==> config.mk <==
export PLATFORM = sky130hd
export DESIGN_NAME = measurement_frame_crc_checker_unit_flat
export DESIGN_NICKNAME = d
export VERILOG_FILES = /design/src/design/mfcc_pkg.sv /design/src/design/mfcc_ifs.sv /design/src/design/mfcc_crc8.sv /design/src/design/mfcc_frame.sv /design/src/design/measurement_frame_crc_checker_unit.sv /design/src/flat_wrapper.sv
export SDC_FILE = /design/constraint.sdc
export NUM_CORES = 1
export LEC_CHECK = 0
export BUFFER_PORTS_ARGS = -buffer_cell sky130_fd_sc_hd__buf_2
export CAP_MARGIN = 20
export CELL_PAD_IN_SITES_DETAIL_PLACEMENT = 1
export CELL_PAD_IN_SITES_GLOBAL_PLACEMENT = 2
export CORE_MARGIN = 4
export CORE_UTILIZATION = 42
export CTS_BUF_LIST = sky130_fd_sc_hd__clkbuf_2
export DETAILED_ROUTE_END_ITERATION = 16
export PLACE_DENSITY = 0.87
export REMOVE_ABC_BUFFERS = 1
export SYNTH_ARGS = -nofsm -noshare
export SYNTH_HDL_FRONTEND = slang
export SYNTH_SLANG_ARGS = --single-unit
==> constraint.sdc <==
create_clock -name clk -period 12 [get_ports clk]
set_input_delay 0 -clock clk [delete_from_list [all_inputs] [get_ports clk]]
set_output_delay 0 -clock clk [all_outputs]
set_load 0.05 [all_outputs]
==> src/design/mfcc_pkg.sv <==
// mfcc_pkg: shared types and constants of the measurement frame crc checker
// no dependencies; used by the interfaces and every module of the block
`timescale 1ns / 1ps

package mfcc_pkg;

  localparam int unsigned FrameBytes = 9;
  localparam int unsigned IndexW     = 4;
  localparam int unsigned WordsPerFrame = 3;

  typedef logic [7:0]        byte_t;
  typedef logic [15:0]       word_t;
  typedef logic [IndexW-1:0] index_t;
  typedef logic [1:0]        status_t;
  typedef logic [WordsPerFrame-1:0] flags_t;

  localparam byte_t  CrcInitReset = 8'hFF;
  localparam byte_t  CrcPolyReset = 8'h31;
  localparam index_t LastIndex    = index_t'(FrameBytes - 1);

  // configuration register indexes
  typedef logic [0:0] cfg_index_t;
  localparam cfg_index_t CFG_CRC_INIT = 1'b0;
  localparam cfg_index_t CFG_CRC_POLY = 1'b1;

  // status codes
  localparam status_t STATUS_OK        = 2'd0;
  localparam status_t STATUS_HUMID_BAD = 2'd1;
  localparam status_t STATUS_TEMP_BAD  = 2'd2;
  localparam status_t STATUS_CO2_BAD   = 2'd3;

  // which word and which byte of the word a frame position holds
  typedef enum logic [1:0] {
    WORD_CO2,
    WORD_TEMP,
    WORD_HUMID
  } word_sel_t;

  typedef enum logic [1:0] {
    SUB_HIGH,
    SUB_LOW,
    SUB_CRC
  } sub_sel_t;

  typedef struct packed {
    word_sel_t word;
    sub_sel_t  sub;
  } slot_t;

  function automatic slot_t slot_of(input index_t pos);
    slot_t s;
    unique case (pos)
      4'd0:    s = '{WORD_CO2,   SUB_HIGH};
      4'd1:    s = '{WORD_CO2,   SUB_LOW};
      4'd2:    s = '{WORD_CO2,   SUB_CRC};
      4'd3:    s = '{WORD_TEMP,  SUB_HIGH};
      4'd4:    s = '{WORD_TEMP,  SUB_LOW};
      4'd5:    s = '{WORD_TEMP,  SUB_CRC};
      4'd6:    s = '{WORD_HUMID, SUB_HIGH};
      4'd7:    s = '{WORD_HUMID, SUB_LOW};
      4'd8:    s = '{WORD_HUMID, SUB_CRC};
      default: s = '{WORD_CO2,   SUB_HIGH};
    endcase
    return s;
  endfunction

  typedef struct packed {
    word_t   co2_word;
    word_t   temp_word;
    word_t   humid_word;
    status_t status;
  } result_t;

endpackage

==> src/design/mfcc_ifs.sv <==
// mfcc_in_if / mfcc_out_if: valid/ready channels of the frame checker
// depends on mfcc_pkg for payload types
`timescale 1ns / 1ps

interface mfcc_in_if;
  logic            valid;
  logic            ready;
  mfcc_pkg::byte_t data_byte;
  logic            frame_start;

  modport source (output valid, output data_byte, output frame_start, input ready);
  modport sink   (input valid, input data_byte, input frame_start, output ready);
endinterface

interface mfcc_out_if;
  logic              valid;
  logic              ready;
  mfcc_pkg::word_t   co2_word;
  mfcc_pkg::word_t   temp_word;
  mfcc_pkg::word_t   humid_word;
  mfcc_pkg::status_t status;

  modport source (output valid, output co2_word, output temp_word, output humid_word,
                  output status, input ready);
  modport sink   (input valid, input co2_word, input temp_word, input humid_word,
                  input status, output ready);
endinterface

==> src/design/mfcc_crc8.sv <==
// mfcc_crc8: one byte through an msb-first crc-8 with programmable polynomial
// depends on mfcc_pkg
`timescale 1ns / 1ps

module mfcc_crc8 (
  input  mfcc_pkg::byte_t seed,
  input  mfcc_pkg::byte_t data,
  input  mfcc_pkg::byte_t poly,
  output mfcc_pkg::byte_t crc
);

  always_comb begin
    mfcc_pkg::byte_t r;
    r = seed ^ data;
    for (int b = 0; b < 8; b++) begin
      if (r[7]) begin
        r = {r[6:0], 1'b0} ^ poly;
      end else begin
        r = {r[6:0], 1'b0};
      end
    end
    crc = r;
  end

endmodule

==> src/design/mfcc_frame.sv <==
// mfcc_frame: byte position tracking, word capture and crc checking of one frame
// depends on mfcc_pkg and mfcc_crc8
`timescale 1ns / 1ps

module mfcc_frame (
  input  logic              clk,
  input  logic              rst,
  input  logic              en,
  input  mfcc_pkg::byte_t   data_byte,
  input  logic              frame_start,
  input  mfcc_pkg::byte_t   crc_init,
  input  mfcc_pkg::byte_t   crc_poly,
  output logic              res_valid,
  output mfcc_pkg::result_t res
);

  mfcc_pkg::index_t byte_index;
  mfcc_pkg::byte_t  running_crc;
  mfcc_pkg::byte_t  word_high_byte;
  mfcc_pkg::word_t  co2_hold;
  mfcc_pkg::word_t  temp_hold;
  mfcc_pkg::word_t  humid_hold;
  mfcc_pkg::flags_t crc_fail_flags;

  mfcc_pkg::index_t pos;
  mfcc_pkg::slot_t  slot;
  mfcc_pkg::byte_t  crc_seed;
  mfcc_pkg::byte_t  crc_out;
  mfcc_pkg::word_t  word_in;
  mfcc_pkg::flags_t flags_base;
  mfcc_pkg::flags_t crc_fail_flags_next;

  // stray count values restart the frame
  always_comb begin
    if (frame_start || byte_index > mfcc_pkg::LastIndex) begin
      pos = '0;
    end else begin
      pos = byte_index;
    end
  end

  assign slot     = mfcc_pkg::slot_of(pos);
  assign crc_seed = (slot.sub == mfcc_pkg::SUB_HIGH) ? crc_init : running_crc;
  assign word_in  = {word_high_byte, data_byte};

  mfcc_crc8 u_crc (
    .seed (crc_seed),
    .data (data_byte),
    .poly (crc_poly),
    .crc  (crc_out)
  );

  always_comb begin
    flags_base = (pos == '0) ? '0 : crc_fail_flags;
    crc_fail_flags_next = flags_base;
    if (slot.sub == mfcc_pkg::SUB_CRC && data_byte != running_crc) begin
      crc_fail_flags_next[slot.word] = 1'b1;
    end
  end

  always_comb begin
    res_valid      = en && (pos == mfcc_pkg::LastIndex);
    res.co2_word   = co2_hold;
    res.temp_word  = temp_hold;
    res.humid_word = humid_hold;
    priority if (crc_fail_flags_next[mfcc_pkg::WORD_HUMID]) begin
      res.status = mfcc_pkg::STATUS_HUMID_BAD;
    end else if (crc_fail_flags_next[mfcc_pkg::WORD_TEMP]) begin
      res.status = mfcc_pkg::STATUS_TEMP_BAD;
    end else if (crc_fail_flags_next[mfcc_pkg::WORD_CO2]) begin
      res.status = mfcc_pkg::STATUS_CO2_BAD;
    end else begin
      res.status = mfcc_pkg::STATUS_OK;
    end
  end

  always_ff @(posedge clk) begin
    if (rst) begin
      byte_index     <= '0;
      running_crc    <= mfcc_pkg::CrcInitReset;
      word_high_byte <= '0;
      co2_hold       <= '0;
      temp_hold      <= '0;
      humid_hold     <= '0;
      crc_fail_flags <= '0;
    end else if (en) begin
      crc_fail_flags <= crc_fail_flags_next;
      byte_index     <= (pos == mfcc_pkg::LastIndex) ? '0 : pos + 1'b1;
      unique case (slot.sub)
        mfcc_pkg::SUB_HIGH: begin
          word_high_byte <= data_byte;
          running_crc    <= crc_out;
        end
        mfcc_pkg::SUB_LOW: begin
          running_crc <= crc_out;
          unique case (slot.word)
            mfcc_pkg::WORD_CO2:  co2_hold   <= word_in;
            mfcc_pkg::WORD_TEMP: temp_hold  <= word_in;
            default:             humid_hold <= word_in;
          endcase
        end
        default: begin
        end
      endcase
    end
  end

  a_index_range: assert property (@(posedge clk) disable iff (rst)
    byte_index <= mfcc_pkg::LastIndex)
    else $error("byte index out of frame range");

  a_result_wraps: assert property (@(posedge clk) disable iff (rst)
    res_valid |=> byte_index == '0)
    else $error("byte index did not wrap after last byte");

  a_idle_holds: assert property (@(posedge clk) disable iff (rst)
    !en |=> $stable(byte_index) && $stable(crc_fail_flags) && $stable(running_crc))
    else $error("frame state moved without an item");

endmodule

==> src/design/measurement_frame_crc_checker_unit.sv <==
// measurement_frame_crc_checker_unit: top level of the frame crc checker
// depends on mfcc_pkg, mfcc_ifs (mfcc_in_if, mfcc_out_if) and mfcc_frame
`timescale 1ns / 1ps

// channel   dir  payload                                        handshake
// in_ch     in   data_byte[7:0], frame_start                    valid/ready
// out_ch    out  co2_word, temp_word, humid_word [15:0], status  valid/ready
// cfg       in   cfg_index[0], cfg_data[7:0]                    cfg_we, no wait
//
// one byte per cycle sustained while out_ch is not stalled; each byte passes the input register
// and a frame's result shows in the output register in the cycle after the frame logic takes its ninth byte
// rst is synchronous: byte count 0, crc_init 0xff, crc_poly 0x31, both sides empty
// a stalled result freezes the frame logic; the input register still takes one
// more item if it is empty, then ready drops until out_ch drains

module measurement_frame_crc_checker_unit (
  input  logic                 clk,
  input  logic                 rst,
  mfcc_in_if.sink              in_ch,
  mfcc_out_if.source           out_ch,
  input  logic                 cfg_we,
  input  mfcc_pkg::cfg_index_t cfg_index,
  input  mfcc_pkg::byte_t      cfg_data
);

  mfcc_pkg::byte_t   crc_init;
  mfcc_pkg::byte_t   crc_poly;

  logic              in_valid_q;
  mfcc_pkg::byte_t   in_byte_q;
  logic              in_start_q;

  logic              advance;
  logic              frame_en;
  logic              res_valid;
  mfcc_pkg::result_t res;

  logic              out_valid;
  mfcc_pkg::result_t out_q;

  always_ff @(posedge clk) begin
    if (rst) begin
      crc_init <= mfcc_pkg::CrcInitReset;
      crc_poly <= mfcc_pkg::CrcPolyReset;
    end else if (cfg_we) begin
      unique case (cfg_index)
        mfcc_pkg::CFG_CRC_INIT: crc_init <= cfg_data;
        default:                crc_poly <= cfg_data;
      endcase
    end
  end

  // the frame stage moves when it holds an item and the output slot can take a result
  assign advance     = !out_valid || out_ch.ready;
  assign frame_en    = in_valid_q && advance;
  assign in_ch.ready = !in_valid_q || advance;

  always_ff @(posedge clk) begin
    if (rst) begin
      in_valid_q <= 1'b0;
    end else if (in_ch.ready) begin
      in_valid_q <= in_ch.valid;
    end
  end

  always_ff @(posedge clk) begin
    if (in_ch.ready) begin
      in_byte_q  <= in_ch.data_byte;
      in_start_q <= in_ch.frame_start;
    end
  end

  mfcc_frame u_frame (
    .clk         (clk),
    .rst         (rst),
    .en          (frame_en),
    .data_byte   (in_byte_q),
    .frame_start (in_start_q),
    .crc_init    (crc_init),
    .crc_poly    (crc_poly),
    .res_valid   (res_valid),
    .res         (res)
  );

  always_ff @(posedge clk) begin
    if (rst) begin
      out_valid <= 1'b0;
    end else if (advance) begin
      out_valid <= res_valid;
    end
  end

  always_ff @(posedge clk) begin
    if (advance && res_valid) begin
      out_q <= res;
    end
  end

  assign out_ch.valid      = out_valid;
  assign out_ch.co2_word   = out_q.co2_word;
  assign out_ch.temp_word  = out_q.temp_word;
  assign out_ch.humid_word = out_q.humid_word;
  assign out_ch.status     = out_q.status;

  a_stage_holds: assert property (@(posedge clk) disable iff (rst)
    in_valid_q && !advance |=> in_valid_q && $stable(in_byte_q) && $stable(in_start_q))
    else $error("input register lost an item during a stall");

  a_result_source: assert property (@(posedge clk) disable iff (rst)
    out_valid && !$past(out_valid) |-> $past(frame_en))
    else $error("result appeared without a processed item");

  a_no_overwrite: assert property (@(posedge clk) disable iff (rst)
    res_valid |-> frame_en && advance)
    else $error("result produced while output slot was full");

endmodule

==> src/flat_wrapper.sv <==
// flat-port wrapper written by rule: the top's interface ports become plain ports
module measurement_frame_crc_checker_unit_flat 
  (clk, rst, cfg_we, cfg_index, cfg_data, in_ch_valid, in_ch_data_byte, in_ch_frame_start, in_ch_ready, out_ch_valid, out_ch_co2_word, out_ch_temp_word, out_ch_humid_word, out_ch_status, out_ch_ready);
  mfcc_in_if in_ch_i ();
  mfcc_out_if out_ch_i ();
  input  logic clk;
  input  logic rst;
  input  logic cfg_we;
  input  mfcc_pkg::cfg_index_t cfg_index;
  input  mfcc_pkg::byte_t cfg_data;
  input wire logic [$bits(in_ch_i.valid)-1:0] in_ch_valid;
  input wire logic [$bits(in_ch_i.data_byte)-1:0] in_ch_data_byte;
  input wire logic [$bits(in_ch_i.frame_start)-1:0] in_ch_frame_start;
  output wire logic [$bits(in_ch_i.ready)-1:0] in_ch_ready;
  output wire logic [$bits(out_ch_i.valid)-1:0] out_ch_valid;
  output wire logic [$bits(out_ch_i.co2_word)-1:0] out_ch_co2_word;
  output wire logic [$bits(out_ch_i.temp_word)-1:0] out_ch_temp_word;
  output wire logic [$bits(out_ch_i.humid_word)-1:0] out_ch_humid_word;
  output wire logic [$bits(out_ch_i.status)-1:0] out_ch_status;
  input wire logic [$bits(out_ch_i.ready)-1:0] out_ch_ready;
  assign in_ch_i.valid = in_ch_valid;
  assign in_ch_i.data_byte = in_ch_data_byte;
  assign in_ch_i.frame_start = in_ch_frame_start;
  assign in_ch_ready = in_ch_i.ready;
  assign out_ch_valid = out_ch_i.valid;
  assign out_ch_co2_word = out_ch_i.co2_word;
  assign out_ch_temp_word = out_ch_i.temp_word;
  assign out_ch_humid_word = out_ch_i.humid_word;
  assign out_ch_status = out_ch_i.status;
  assign out_ch_i.ready = out_ch_ready;
  measurement_frame_crc_checker_unit u_core (.clk(clk), .rst(rst), .in_ch(in_ch_i), .out_ch(out_ch_i), .cfg_we(cfg_we), .cfg_index(cfg_index), .cfg_data(cfg_data));
endmodule
======== Yosys cells after proc, flatten, opt, wreduce, memory -nomap -nowiden ========
Memories as Yosys holds them, arrays and structs flattened.
Cells that the tools add are included.
word-level totals
  ROM bits ................................ 64
  logic and storage cells ................. 78
  memories kept ........................... 1
  latch bits .............................. 0
  bits of input ports ..................... 23
  flip-flop bits (word level) ............. 148
  RAM bits ................................ 0
operators by class
  muxes and demuxes ....................... 17
  $lt $le $gt $ge ......................... 3
  $mul .................................... 0
  shifts and indexed selects .............. 0
  divide/modulo/power cells ............... 0
  reduce and logical (&&, ||, !) cells .... 22
  bitwise gates (word level) .............. 12
  $add $sub $neg .......................... 1
  equal/unequal tests ..................... 5
memory list
  memory            depth  bits a word  rd ports  clocked after memory_dff  write ports  line            text
  (name not given)  16     4            1         0                         0            mfcc_pkg.sv:52  unique case (pos)
operators with widths
  cell                                                                   count
  8-bit two-way mux                                                      9
  8-bit XOR                                                              9
  3-bit AND reduction                                                    3
  4-bit two-way mux                                                      2
  8-bit != test                                                          1
  2-bit AND reduction                                                    4
  3-bit two-way mux                                                      2
  1-bit logical AND                                                      5
  4-bit by 1-bit adder with 4-bit output, second input constant          1
  2-bit by 1-bit equality test with 1-bit output, second input constant  2
  4-bit equality test, second input constant                             1
  4-bit > comparator, second input constant                              1
  2-bit zero test                                                        2
  4-bit zero test                                                        1
  2-bit two-way mux                                                      2
  2-bit OR reduction                                                     2
  1-bit logical OR                                                       3
  2-bit by 3-bit < comparator with 1-bit output, second input constant   1
  3-bit bitwise OR                                                       1
  1-bit demux with 2-bit select                                          1
  2-bit equality test, second input constant                             1
  2-bit by 1-bit >= comparator with 1-bit output, second input constant  1
  1-bit zero test                                                        2
  1-bit NOT                                                              2
  1-bit two-way mux                                                      1

======== Depth between registers and ports, before layout ========
Gate-level depths: netlist (run 1).
An unclocked memory read counts as a cell.
  depth in word-level cells ............... 23
  mapped depth ............................ 23

======== Modules after synthesis ========
A second synthesis (run 1) with hierarchy kept.
unflattened totals
  cells, all modules ...................... 657
  area, all modules ....................... 7359.6 µm²
by module, submodules not included
  module                              cells an instance  seq. area each (µm²)  area an instance (µm²)  times used
  mfcc_frame                          322                1421.4                3375.7                  1
  measurement_frame_crc_checker_unit  138                2132.0                2521.2                  1
  mfcc_crc8                           197                0.0                   1462.7                  1

======== Worst setup path before layout (run 1) ========
OpenSTA, ideal clock, no wires.
  kind .................................... reg2reg
  start point ............................. register u_core.in_start_q
  end point ............................... register u_core.u_frame.running_crc[3]
  arrival time ............................ 5364 ps
  path buffers ............................ 1
  required time ........................... 11872 ps
  stages on the path, launching flop included .. 19
  library setup time ...................... 128 ps
  slack ................................... 6508 ps
  cell sequence ........................... edfxtp_1 -> nor2_2 -> nand2_1 -> ha_1 -> mux2_4 -> a221oi_2 -> a22oi_1 -> or2_1 -> buf_4 -> nor3_1 -> nor3_2 -> xnor3_1 -> a221oi_2 -> xnor2_1 -> a311o_1 -> or4b_1 -> a22o_1 -> a2111oi_2 -> nor4_1
between the ends
  longest elaborated chain between the ends .. 21
  elaborated cells on any way between the ends .. 25
  classes of those cells .................. eq/ne (1); mux (10); bitwise (9); reduce/logical (4); memory (1)
RTL lines
  what                                                   line                                      text
  start, declared                                        measurement_frame_crc_checker_unit.sv:31  logic in_start_q;
  start signal, assigned                                 measurement_frame_crc_checker_unit.sv:69  in_start_q <= in_ch.frame_start;
  1-bit logical OR *                                     mfcc_frame.sv:35                          if (frame_start || byte_index > mfcc_pkg::LastIndex) begin
  4-bit two-way mux *                                    mfcc_frame.sv:35
  memory read 16 x 4 bit *                               --
  2-bit zero test                                        mfcc_frame.sv:43, mfcc_frame.sv:89
  8-bit two-way mux                                      mfcc_frame.sv:43                          assign crc_seed = (slot.sub == mfcc_pkg::SUB_HIGH) ? crc_init : running_crc;
  8-bit XOR                                              mfcc_crc8.sv:14                           r = seed ^ data;
  8-bit XOR                                              mfcc_crc8.sv:17                           r = {r[6:0], 1'b0} ^ poly;
  8-bit two-way mux                                      mfcc_crc8.sv:16                           if (r[7]) begin
  [... 5 more ...]                                       --
  8-bit two-way mux                                      mfcc_crc8.sv:16
  8-bit two-way mux / 8-bit XOR (equally long branches)  mfcc_crc8.sv:16, mfcc_crc8.sv:17
  8-bit XOR / 8-bit two-way mux (equally long branches)  mfcc_crc8.sv:17, mfcc_crc8.sv:16
  8-bit two-way mux / 8-bit XOR (equally long branches)  mfcc_crc8.sv:16, mfcc_crc8.sv:17
  8-bit XOR / 8-bit two-way mux (equally long branches)  mfcc_crc8.sv:17, mfcc_crc8.sv:16
  8-bit two-way mux / 8-bit XOR (equally long branches)  mfcc_crc8.sv:16, mfcc_crc8.sv:17
  8-bit XOR / 8-bit two-way mux (equally long branches)  mfcc_crc8.sv:17, mfcc_crc8.sv:16
  8-bit two-way mux                                      mfcc_crc8.sv:16
  end signal, assigned                                   mfcc_frame.sv:80                          running_crc <= mfcc_pkg::CrcInitReset;
  end signal, assigned                                   mfcc_frame.sv:92                          running_crc <= crc_out;
  end signal, assigned                                   mfcc_frame.sv:95                          running_crc <= crc_out;
  end, declared                                          mfcc_frame.sv:18                          mfcc_pkg::byte_t running_crc;
Mark *: on every way between the ends. The rest lies on a longest branch, timed or not.
A chain may end at the register's enable or synchronous reset.

======== Worst setup path in the final report (run 1) ========
  start point ............................. register u_core.in_start_q
  end point ............................... register u_core.u_frame.running_crc[4]
between the ends
  longest elaborated chain between the ends .. 21
  elaborated cells on any way between the ends .. 25
  classes of those cells .................. eq/ne (1); mux (10); bitwise (9); reduce/logical (4); memory (1)
RTL lines
  what                                                   line
  1-bit logical OR *                                     mfcc_frame.sv:35
  4-bit two-way mux *                                    mfcc_frame.sv:35
  memory read 16 x 4 bit *                               --
  2-bit zero test                                        mfcc_frame.sv:43, mfcc_frame.sv:89
  8-bit two-way mux                                      mfcc_frame.sv:43
  8-bit XOR                                              mfcc_crc8.sv:14
  8-bit XOR                                              mfcc_crc8.sv:17
  8-bit two-way mux                                      mfcc_crc8.sv:16
  [... 5 more ...]                                       --
  8-bit XOR / 8-bit two-way mux (equally long branches)  mfcc_crc8.sv:17, mfcc_crc8.sv:16
  8-bit two-way mux / 8-bit XOR (equally long branches)  mfcc_crc8.sv:16, mfcc_crc8.sv:17
  8-bit XOR / 8-bit two-way mux (equally long branches)  mfcc_crc8.sv:17, mfcc_crc8.sv:16
  8-bit two-way mux / 8-bit XOR (equally long branches)  mfcc_crc8.sv:16, mfcc_crc8.sv:17
  8-bit XOR / 8-bit two-way mux (equally long branches)  mfcc_crc8.sv:17, mfcc_crc8.sv:16
  8-bit two-way mux / 8-bit XOR (equally long branches)  mfcc_crc8.sv:16, mfcc_crc8.sv:17
  8-bit XOR / 8-bit two-way mux (equally long branches)  mfcc_crc8.sv:17, mfcc_crc8.sv:16
  8-bit two-way mux                                      mfcc_crc8.sv:16
Marks and branches as above.

==> reports/results.tsv, run 1 <==
metric	value	unit
Worst Skew	0.0568	ns
grt total ovfl	0	
WHS Path Cells	4	
die area	19400	um^2
NetSw	394	uW
clk_lat worst skew	0.75	ns
Final Wtd Congestion	0.854	
post-cts resize count	0	
Sequential Power Share	49.0	%
max-cap viol count	0	
CP startpoint kind	flop	
Final Hold Vio Count	0	
Post-DRT Antenna Nets	0	
global-route wire length before repair	34500	um
WL final	21300	um
final worst path period share	56.8	%
Worst Tran Pin Value	1.14	ns
combinational power share	25.1	%
Via Count	6102	
EDFF count, synth	59	
final worst slack	5.18	ns
Setup TNS Final	0	ns
CTS tree	yes	
R2R depth	17	
DIE WIDTH	139	um
Detail Placement HPWL	14300	um
CTS buffer count	17	
crit path DAT	7.42	ns
fin nets	869	
largest net degree at the start of global routing	97	
Fillers	1900	
crit path capture	u_core.u_frame.running_crc[4]$_SDFFE_PP1P_	
Max VDD drop	0.0893	mV
Crit. End Element	flop	
library cells used by synthesis	68	
Clock Tree Root	clkbuf_2	
R2R Path End	u_core.u_frame.running_crc[4]$_SDFFE_PP1P_	
Post-synth ARST share	0	%
static leakage	0.00340	uW
area grow syn2layout	18.2	%
H-tree lvl count	4	
clock slew at reported path FFs	0.21	ns
status	finished, final reports clean	
clk sink count	148	
critical path type	flop to flop	
Setup WS pre-CTS	5.30	ns
routed len/inst	19.9	um
Critical Path Start	u_core.in_start_q$_DFFE_PP_	
DRC Markers	0	
Pwr Density	134	nW/um^2
total track usage	22.0	%
Clk pwr share	25.9	%
Core Region	16700	um^2
share of cells above drive strength 1	15.2	%
Synth Flop Type	dfxtp_1	
clk buf depth	2	
post-synthesis register bit count	148	
internal power	751	uW
number of port buffers	74	
final worst path period need	6.82	ns
required time of the critical path	12.60	ns
Setup Viol. Count Final	0	
Final Slew Violations	0	
initial drt markers	349	
Max Freq	147	MHz
drt via density	5.68	
initial antenna violation count	1	
Max Fanout on Critical Path	11	
Reg2Reg Setup Slack	5.18	ns
Initial Util	43.3	%
RSZ-0062 raised after global routing	false	
Die Y	139	um
switching portion of total power	34.4	%
Critical R2R Launch	u_core.in_start_q$_DFFE_PP_	
vias in the first global route	6275	
HP Class	input port to flop	
mapped cell area	7230	um^2
Slew HR	23.7	%
Rows	47	
sequential share of the synthesized area	49.2	%
Top-Level Pins	75	
warning count from the yosys run	0	
Pre-Repair DR Iteration Count	5	
cells after synthesis	737	
Post-Syn Area per Cell	9.80	um^2
[power by group through the flow]
stage                     registers [uW]  logic (uW)  clock network (uW)
after floorplan                      559         196                   0
final                                560         287                 296
after detailed placement             571         265                   0
after CTS                            560         279                 302
after global routing                 563         314                 330
after global placement               570         251                   0
[stage by stage]
| stage | std cells | instance area (um^2) | util, % | hold slack [ns] | total power (uW) |
|---|---|---|---|---|---|
| floorplan | 688 | 7040 | - | 0.0691 | 755 |
| detailed placement | 986 | 7720 | 46.3 | 0.181 | 835 |
| CTS | 1071 | 8510 | 51.0 | 0.00361 | 1140 |
| finish | 1075 | 8540 | 51.1 | 0.0858 | 1140 |
| global route | 1075 | 8540 | 51.1 | 0.0200 | 1210 |
| global placement | 985 | 7720 | 46.2 | 0.177 | 820 |
[what timing repair did]
item                                   in CTS  in global routing
setup buffers                               0                  0
hold buffers                               53                  2
endpoints found under the hold margin      31                  2
[metal layers]
metal  track usage [%]  share of wire (%)
met4              7.31                2.4
met3              3.97                3.6
met1              26.9                 43
met2              39.3                 51
met5                 0                  0
[critical path, stage by stage (launching register included)]
cell and delay (ns):
edfxtp_1 0.57, nor2_2 0.30, nand2_1 0.17, ha_1 0.27, mux2_4 0.29, a221oi_2 0.56
a22oi_1 0.33, or2_1 0.45, and3_1 0.25, o31ai_1 0.56, nand3_1 0.20, xnor2_1 0.48
xnor2_1 0.25, xnor2_1 0.73, a211oi_1 0.21, nor4_1 0.68, o2111a_1 0.32, nor3_1 0.06
[logic make-up (layout without fill, tap and decap cells)]
family / count (synthesis) / in the layout / synth area share, %
AO/OA/AOI/OAI: 149 / 149 / 15.2
XOR/XNOR: 38 / 38 / 5.18
adder cells (fa/ha/maj): 5 / 5 / 0.866
buffers and inverters: 56 / 173 / 3.00
flip-flops: 148 / 148 / 49.2
multiplexers: 51 / 51 / 7.13
other: 0 / 1 / 0
AND/OR/NAND/NOR: 290 / 290 / 19.5
[cell usage in the layout (no fill, tap or decap), types with 12 or more instances in the layout]
| cell | Yosys | layout |
|---|---|---|
| xnor2_1 | 25 | 25 |
| mux2i_1 | 50 | 50 |
| edfxtp_1 | 59 | 59 |
| clkbuf_2 | 0 | 17 |
| nor3_1 | 18 | 18 |
| nand3b_1 | 13 | 13 |
| o21ai_0 | 19 | 19 |
| dfxtp_1 | 89 | 89 |
| nor2_1 | 68 | 67 |
| buf_2 | 2 | 74 |
| nand2b_1 | 12 | 12 |
| a21oi_1 | 45 | 45 |
| nand3_1 | 12 | 12 |
| nand2_1 | 104 | 104 |
| dlygate4sd3_1 | 0 | 55 |
[worst min-delay path by stage]
stage | startpoint | endpoint | slack (ns)
5_1_grt | cfg_data[0] | u_core.crc_init[0]$_SDFFE_PP1P_ | 0.02
2_1_floorplan | rst | u_core.crc_poly[1]$_SDFFE_PP0P_ | 0.07
3_5_place_dp | in_ch_data_byte[1] | u_core.in_byte_q[1]$_DFFE_PP_ | 0.18
4_1_cts | cfg_data[2] | u_core.crc_poly[2]$_SDFFE_PP0P_ | 0.004
3_3_place_gp | in_ch_data_byte[0] | u_core.in_byte_q[0]$_DFFE_PP_ | 0.18
6_report | cfg_data[0] | u_core.crc_init[0]$_SDFFE_PP1P_ | 0.09
[sequential cells by signal (all words and copies together), names as in the netlist, 2 cells and up]
register / cells
u_core.out_ch.co2_word: 16
u_core.u_frame.crc_fail_flags: 3
u_core.u_frame.running_crc: 8
u_core.crc_poly: 8
u_core.u_frame.humid_hold: 16
u_core.crc_init: 8
u_core.u_frame.temp_hold: 16
u_core.out_ch.humid_word: 16
u_core.u_frame.co2_hold: 16
u_core.out_ch.temp_word: 16
u_core.u_frame.word_high_byte: 8
u_core.out_ch.status: 2
u_core.u_frame.byte_index: 4
u_core.in_byte_q: 8
[area by class of cell]
type                       instances  area, um^2  share of cell area [%]
clock buffer                      17        85.1                   0.996
sequential                       148        3550                    41.6
antenna                            1        2.50                  0.0293
timing repair buffer             134         958                    11.2
inverter                           7        26.3                   0.308
multi-input combinational        533        3470                    40.6
clock inverter                    15         170                    1.99
tap                              220         275                    3.22
[cells in the mapped netlist, types with 8 or more instances]
master,count,area [um^2]
o21ai_0,19,95.1
nor4_1,10,62.6
nand3b_1,13,97.6
nor2_1,68,255
xor2_1,10,87.6
a22oi_1,8,60.1
nand2_1,104,390
nor3_1,18,90.1
a211oi_1,8,60.1
xnor2_1,25,219
clkbuf_1,43,161
or3_1,9,56.3
a21oi_1,45,225
nand2b_1,12,75.1
nand3_1,12,60.1
edfxtp_1,59,1770
and3_1,9,56.3
mux2i_1,50,500
dfxtp_1,89,1780
No activity file was read; power rests on OpenSTA's default activity.
==> run 2: changes to the inputs <==
Settings changed: CORE_UTILIZATION 42 to 35, PLACE_DENSITY 0.87 to 0.77.
Clock period 12 ns to 6 ns, I/O delays scaled along.
==> run 2 against run 1 <==
Worst hold slack better by 0.034 ns. Clock power is 97% higher. Clock skew increased by 0.028 ns. Via count increased by 0.13%. Combinational power up 120%. Setup slack worse by 4.9 ns. Utilization shrank 7.8 points. Critical path type unchanged. Critical endpoint is now u_core.u_frame.running_crc[6]$_SDFFE_PP1P_. Highest routed layer unchanged.
==> reports/results.tsv, run 2 (synthesis results as in run 1) <==
metric	value	unit	change
largest net degree at the start of global routing	69		-29%
HP Class	input port to flop		
crit path DAT	6.30	ns	-1.12 ns
number of port buffers	74		unchanged
internal power	1510	uW	+100%
DIE WIDTH	152	um	+9.0%
most frequent cells in the layout	nand2_1, dfxtp_1, buf_2		
Crit. End Element	flop		
CP startpoint kind	flop		
Multi-input gate area	3540	um^2	+2.1%
Via Count	6110		+0.13%
routed len/inst	19.0	um	-4.1%
WL final	21700	um	+1.6%
status	finished, final reports clean		
drt via density	5.36		-5.5%
grt total ovfl	0		unchanged
clock slew at reported path FFs	0.22	ns	about the same
Worst Hold Slack	0.120	ns	+0.0341 ns
Max VDD drop	0.169	mV	+89%
Final Wtd Congestion	0.830		-2.8%
Worst Skew	0.0849	ns	+0.0281 ns
Slew HR	29.8	%	+6.2 points
switching portion of total power	35.6	%	+1.2 points
vias in the first global route	6309		+0.54%
critical path's slowest cell	or4_1		
CP Cell Sequence	nor2_4 > nand2_1 > ha_1 > mux2_4 > a221o_2 > a211oi_4 > nor2_1 > and3_1 > or4_1 > nand3_1 > xnor2_2 > mux2i_1 > a311o_1 > or4b_1 > and4_1 > a2111oi_1 > nor3_1		
total power	2340	uW	+100%
final core utilization	43.3	%	-7.8 points
Setup Viol. Count Final	0		unchanged
max-cap viol count	0		unchanged
CTS buffer count	17		unchanged
critical path type	flop to flop		
Detail Placement HPWL	14600	um	+2.1%
Fillers	2340		+23%
DRC Markers	0		unchanged
CTS tree	yes		
Initial Util	35.6	%	-7.7 points
Setup TNS Final	0	ns	unchanged
Die Y	152	um	+9.0%
global-route wire length before repair	33900	um	-1.7%
fin area	8790	um^2	+2.9%
Clk pwr share	24.9	%	-1.0 points
Reg area	3550	um^2	unchanged
Top-Level Pins	75		unchanged
Pwr Density	266	nW/um^2	+99%
Rows	52		+11%
total track usage	19.0	%	-3.1 points
Final Slew Violations	0		unchanged
max incr delay on CP	0.63	ns	-0.10 ns
Worst Tran Pin Value	1.05	ns	-0.0925 ns
static leakage	0.00349	uW	+2.8%
NetSw	833	uW	+110%
Core Region	20300	um^2	+22%
final worst path period need	5.71	ns	-1.11 ns
die area	23000	um^2	+19%
required time of the critical path	6.59	ns	-6.01 ns
initial antenna violation count	1		unchanged
clk_lat worst skew	0.75	ns	about the same
DP Area	7860	um^2	+1.8%
Sequential Power Share	47.8	%	-1.2 points
most common cell after layout, fill and taps aside	nand2_1		
final worst path period share	95.1	%	+38 points
clk sink count	148		unchanged
H-tree lvl count	4		unchanged
Clock Tree Root	clkbuf_2		
fin nets	883		+1.6%
clk buf depth	2		unchanged
Max Fanout on Critical Path	9		-2
Final Hold Vio Count	0		unchanged
Post-DRT Antenna Nets	0		unchanged
Max Freq	175	MHz	+20%
share of cells above drive strength 1	17.7	%	+2.5 points
Pre-Repair DR Iteration Count	4		-1
initial drt markers	340		-2.6%
area grow syn2layout	21.6	%	
combinational power share	27.4	%	+2.3 points
[run 2: cell types whose count changed in the layout (fill, tap and decap cells not counted), sizes merged]
cell and delta:
bufinv -1, dlygate4sd3 -1, clkinv -3, buf +15, inv +4
[run 2: path summary, 6_finish.rpt]
| check | start | end | slack [ns] | cells past startpoint |
|---|---|---|---|---|
| min | cfg_data[3] | u_core.crc_init[3]$_SDFFE_PP1P_ | 0.12 | 4 |
| max | u_core.in_start_q$_DFFE_PP_ | u_core.u_frame.running_crc[6]$_SDFFE_PP1P_ | 0.29 | 17 |
| min reg2reg | u_core.u_frame.humid_hold[6]$_SDFFE_PP0P_ | u_core.out_ch.humid_word[6]$_DFFE_PP_ | 0.43 | 0 |
| max reg2reg | u_core.in_start_q$_DFFE_PP_ | u_core.u_frame.running_crc[6]$_SDFFE_PP1P_ | 0.29 | 17 |
[run 2: per-stage QoR]
stage,setup WS [ns],instances
floorplan,0.340,688
global placement,0.397,1046
detailed placement,0.0183,1046
CTS,0.0599,1132
global route,-0.0476,1139
finish,0.292,1139
[run 2: metal layers]
| metal | vias up | part of all wire, % | track usage, % |
|---|---|---|---|
| li1 | 2931 | - | - |
| met1 | 3005 | 44 | 23.6 |
| met2 | 136 | 50 | 32.8 |
| met3 | 38 | 3.7 | 3.27 |
| met4 | 0 | 2.5 | 7.19 |
| met5 | - | 0 | 0 |
[run 2: worst max-delay path: cells and delay by family (launching register included)]
kind            cells  cell delay, ns
flops               1            0.55
fa+ha+maj           1            0.27
simple gates        9            2.49
xor+xnor            1            0.21
mux                 2            0.47
compound gates      4            1.62
[run 2: what timing repair did]
action	in CTS	in global routing
buffers inserted	0	5
endpoints found under the hold margin	33	0
pin swaps	0	2
endpoints found under the setup margin	1	7
resized for setup	3	12
hold buffers	54	0
[run 2: final cells by class]
cell class,instances,share of cell area (%)
diodes,1,0.0285
clock buffers,17,0.968
clock inverters,15,1.84
inverters,7,0.299
multi-input cells,533,40.3
flip-flops and latches,148,40.4
well taps,270,3.84
repair buffers,148,12.3
[run 2: power by group through the flow]
stage          clock network [uW]  logic, uW  registers (uW)
3_3_place_gp                    0        536            1140
2_1_floorplan                   0        393            1120
4_1_cts                       599        591            1120
6_report                      582        640            1120
3_5_place_dp                    0        557            1140
5_1_grt                       647        696            1120
==> run 3: changes to the inputs <==
Settings changed: CELL_PAD_IN_SITES_DETAIL_PLACEMENT 1 to 0, CELL_PAD_IN_SITES_GLOBAL_PLACEMENT 2 to 1, CORE_UTILIZATION 35 to 25, PLACE_DENSITY 0.77 to 0.48, SYNTH_HIERARCHICAL set to 1.
==> run 3 against run 2 <==
Sequential cell count is the same. Final area up 2.3%. Sequential share of layout area down 0.91 points. Combinational power is 5.9% lower. Clock-buffer cell count unchanged. Setup slack improved by 0.042 ns. Area after synthesis up 1.9%. Clock power increased by 7.6%. Die area rose by 40%. Register-to-register slack better by 0.04 ns. Sequential power barely moved. Largest cell class is now multi-input gates.
==> reports/results.tsv, run 3 <==
metric	value	unit	change
fin nets	809		-8.4%
Rows	62		+19%
Yosys top cell by area	dfxtp_1		
WL final	18000	um	-17%
Synth top area share	24.2	%	-0.45 points
Detail Placement HPWL	12500	um	-14%
total track usage	11.0	%	-7.9 points
Max Fanout on Critical Path	11		+2
Clock Tree Root	clkbuf_2		
Post-Syn Area per Cell	11.2	um^2	+14%
sequential share of the synthesized area	48.3	%	-0.89 points
most frequent cells in the layout	dfxtp_1, buf_2, mux2i_1		
Core Region	28900	um^2	+42%
Die Y	180	um	+18%
grt total ovfl	0		unchanged
number of port buffers	74		unchanged
top cells by area, synth	dfxtp_1, edfxtp_1, mux2i_1		
Worst Skew	0.0396	ns	-0.0453 ns
Layout Cells excl Fill	1180		+3.6%
warning count from the yosys run	6		+6
Slew HR	37.4	%	+7.6 points
CP Cell Sequence	or3_1 > ha_1 > nor2b_1 > nand2_1 > o21a_1 > o21ai_2 > mux2_2 > xor2_1 > buf_4 > and4_1 > a311o_1 > a311o_1 > or3_1 > and2_1 > xor3_2 > o211a_1 > or4b_1 > nand4_1 > xnor2_1 > nand2_1 > nand3b_1		
largest net degree at the start of global routing	105		+52%
dpl cells	1090		+4.2%
cells after synthesis	657		-11%
initial drt markers	212		-38%
DRC Markers	0		unchanged
Synth Flop Type	dfxtp_1		
status	finished, final reports clean		
area grow syn2layout	22.2	%	
final worst path period share	94.4	%	-0.69 points
Fillers	2993		+28%
mapped cell area	7360	um^2	+1.9%
most numerous cell in the Yosys netlist	dfxtp_1		
post-synthesis register bit count	148		unchanged
top post-synthesis cells by count	dfxtp_1, mux2i_1, nand2b_1		
CP startpoint kind	flop		
total power	2320	uW	-0.97%
library cells used by synthesis	77		+13%
critical path's slowest cell	edfxtp_1		
DIE WIDTH	180	um	+18%
clk buf depth	2		unchanged
EDFF count, synth	59		unchanged
final worst path period need	5.67	ns	-0.0415 ns
clk sink count	148		unchanged
crit path DAT	6.33	ns	+0.03 ns
initial antenna violation count	1		unchanged
vias in the first global route	5346		-15%
clock slew at reported path FFs	0.24	ns	+0.02 ns
Post-DRT Antenna Nets	0		unchanged
Max Freq	176	MHz	+0.73%
Post-synth ARST share	0	%	unchanged
HP Class	input port to flop		
most common cell after layout, fill and taps aside	dfxtp_1		
routed len/inst	15.2	um	-20%
CTS buffer count	17		unchanged
static leakage	0.00354	uW	+1.4%
die area	32200	um^2	+40%
critical path type	flop to flop		
max-cap viol count	0		unchanged
share of cells above drive strength 1	21.1	%	+3.4 points
Pwr Density	258	nW/um^2	-3.2%
Crit. End Element	flop		
Via Count	5249		-14%
CTS tree	yes		
Final Hold Vio Count	0		unchanged
required time of the critical path	6.67	ns	+0.08 ns
Worst Tran Pin Value	0.938	ns	-0.110 ns
Setup Viol. Count Final	0		unchanged
max incr delay on CP	0.50	ns	-0.13 ns
Max VDD drop	0.104	mV	-39%
H-tree lvl count	4		unchanged
Top-Level Pins	75		unchanged
global-route wire length before repair	29000	um	-14%
clk_lat worst skew	0.72	ns	-0.03 ns
RSZ-0062 raised after global routing	true		
Initial Util	25.5	%	-10 points
Pre-Repair DR Iteration Count	4		unchanged
Final Wtd Congestion	0.760		-8.5%
Final Slew Violations	0		unchanged
drt via density	4.45		-17%
## run 3: cell count changes after synthesis, sizes merged, moves of 20 or more
cell / previous run / this run
nand2b: 12 / 69
nand2: 104 / 51
nor2: 70 / 35
clkbuf: 43 / 13
a21oi: 45 / 21
mux2i: 50 / 70
## run 3: power by group
group          leakage [uW]  internal (uW)  switching, uW
clock network      0.000161            213            413
registers           0.00124           1060           27.1
logic               0.00214            298            304
## run 3: metal layers
layer  up-vias  global-route usage, %  wire (um)
met1      2577                   13.4       8160
li1       2579                      -          -
met2        80                   19.7       8990
met4         0                   3.11        198
met5         -                      0          0
met3        13                   2.45        609
## run 3: worst paths after layout
kind	startpoint	endpoint	slack, ns	cells past startpoint
min reg2reg	u_core/u_frame/humid_hold[1]$_SDFFE_PP0P_	u_core/out_ch.humid_word[1]$_DFFE_PP_	0.46	0
max	u_core/in_start_q$_DFFE_PP_	u_core/u_frame/running_crc[7]$_SDFFE_PP1P_	0.33	21
max reg2reg	u_core/in_start_q$_DFFE_PP_	u_core/u_frame/running_crc[7]$_SDFFE_PP1P_	0.33	21
min	cfg_data[1]	u_core/crc_init[1]$_SDFFE_PP1P_	0.09	4
## run 3: stage by stage
| stage | instance area, um^2 | TNS, ns | hold WS, ns | utilization, % | setup slack (ns) |
|---|---|---|---|---|---|
| after floorplan | 7170 | 0 | 0.0624 | - | 0.333 |
| after global placement | 8090 | 0 | 0.179 | 28.0 | 0.351 |
| after detailed placement | 8090 | 0 | 0.184 | 28.0 | 0.194 |
| after CTS | 8890 | 0 | 0.00323 | 30.8 | 0.134 |
| after global routing | 9000 | -0.0217 | 0.0138 | 31.2 | -0.0166 |
| final | 9000 | 0 | 0.0932 | 31.2 | 0.333 |
## run 3: final cells by class
type / count / area, um^2 / share of cell area (%)
Antenna cell: 1 / 2.50 / 0.0278
Clock buffer: 17 / 85.1 / 0.946
Clock inverter: 15 / 191 / 2.13
Inverter: 10 / 37.5 / 0.417
Multi-Input combinational cell: 466 / 3640 / 40.5
Sequential cell: 148 / 3550 / 39.5
Tap cell: 384 / 480 / 5.34
Timing Repair Buffer: 139 / 1000 / 11.2
## run 3: logic make-up after synthesis
family,count (synthesis),synth area share [%]
simple gates,235,18.5
flops,148,48.3
compound gates,87,9.32
mux,79,10.9
xor+xnor,61,9.33
buf+inv,43,3.03
fa+ha+maj,4,0.680
## run 3: worst max-delay path, delay by kind of cell (launching register included)
family,cells,cell delay [ns]
buffers and inverters,1,0.19
flip-flops,1,0.50
multiplexers,1,0.38
adder cells (fa/ha/maj),1,0.27
AND/OR/NAND/NOR,10,2.29
AO/OA/AOI/OAI,5,1.29
XOR/XNOR,3,0.71
## run 3: what timing repair did
item / CTS / global route
hold endpoints to repair: 32 / 0
buffers inserted: 0 / 3
endpoints found under the setup margin: 0 / 8
hold buffers: 53 / 0
gates resized for setup: 0 / 10
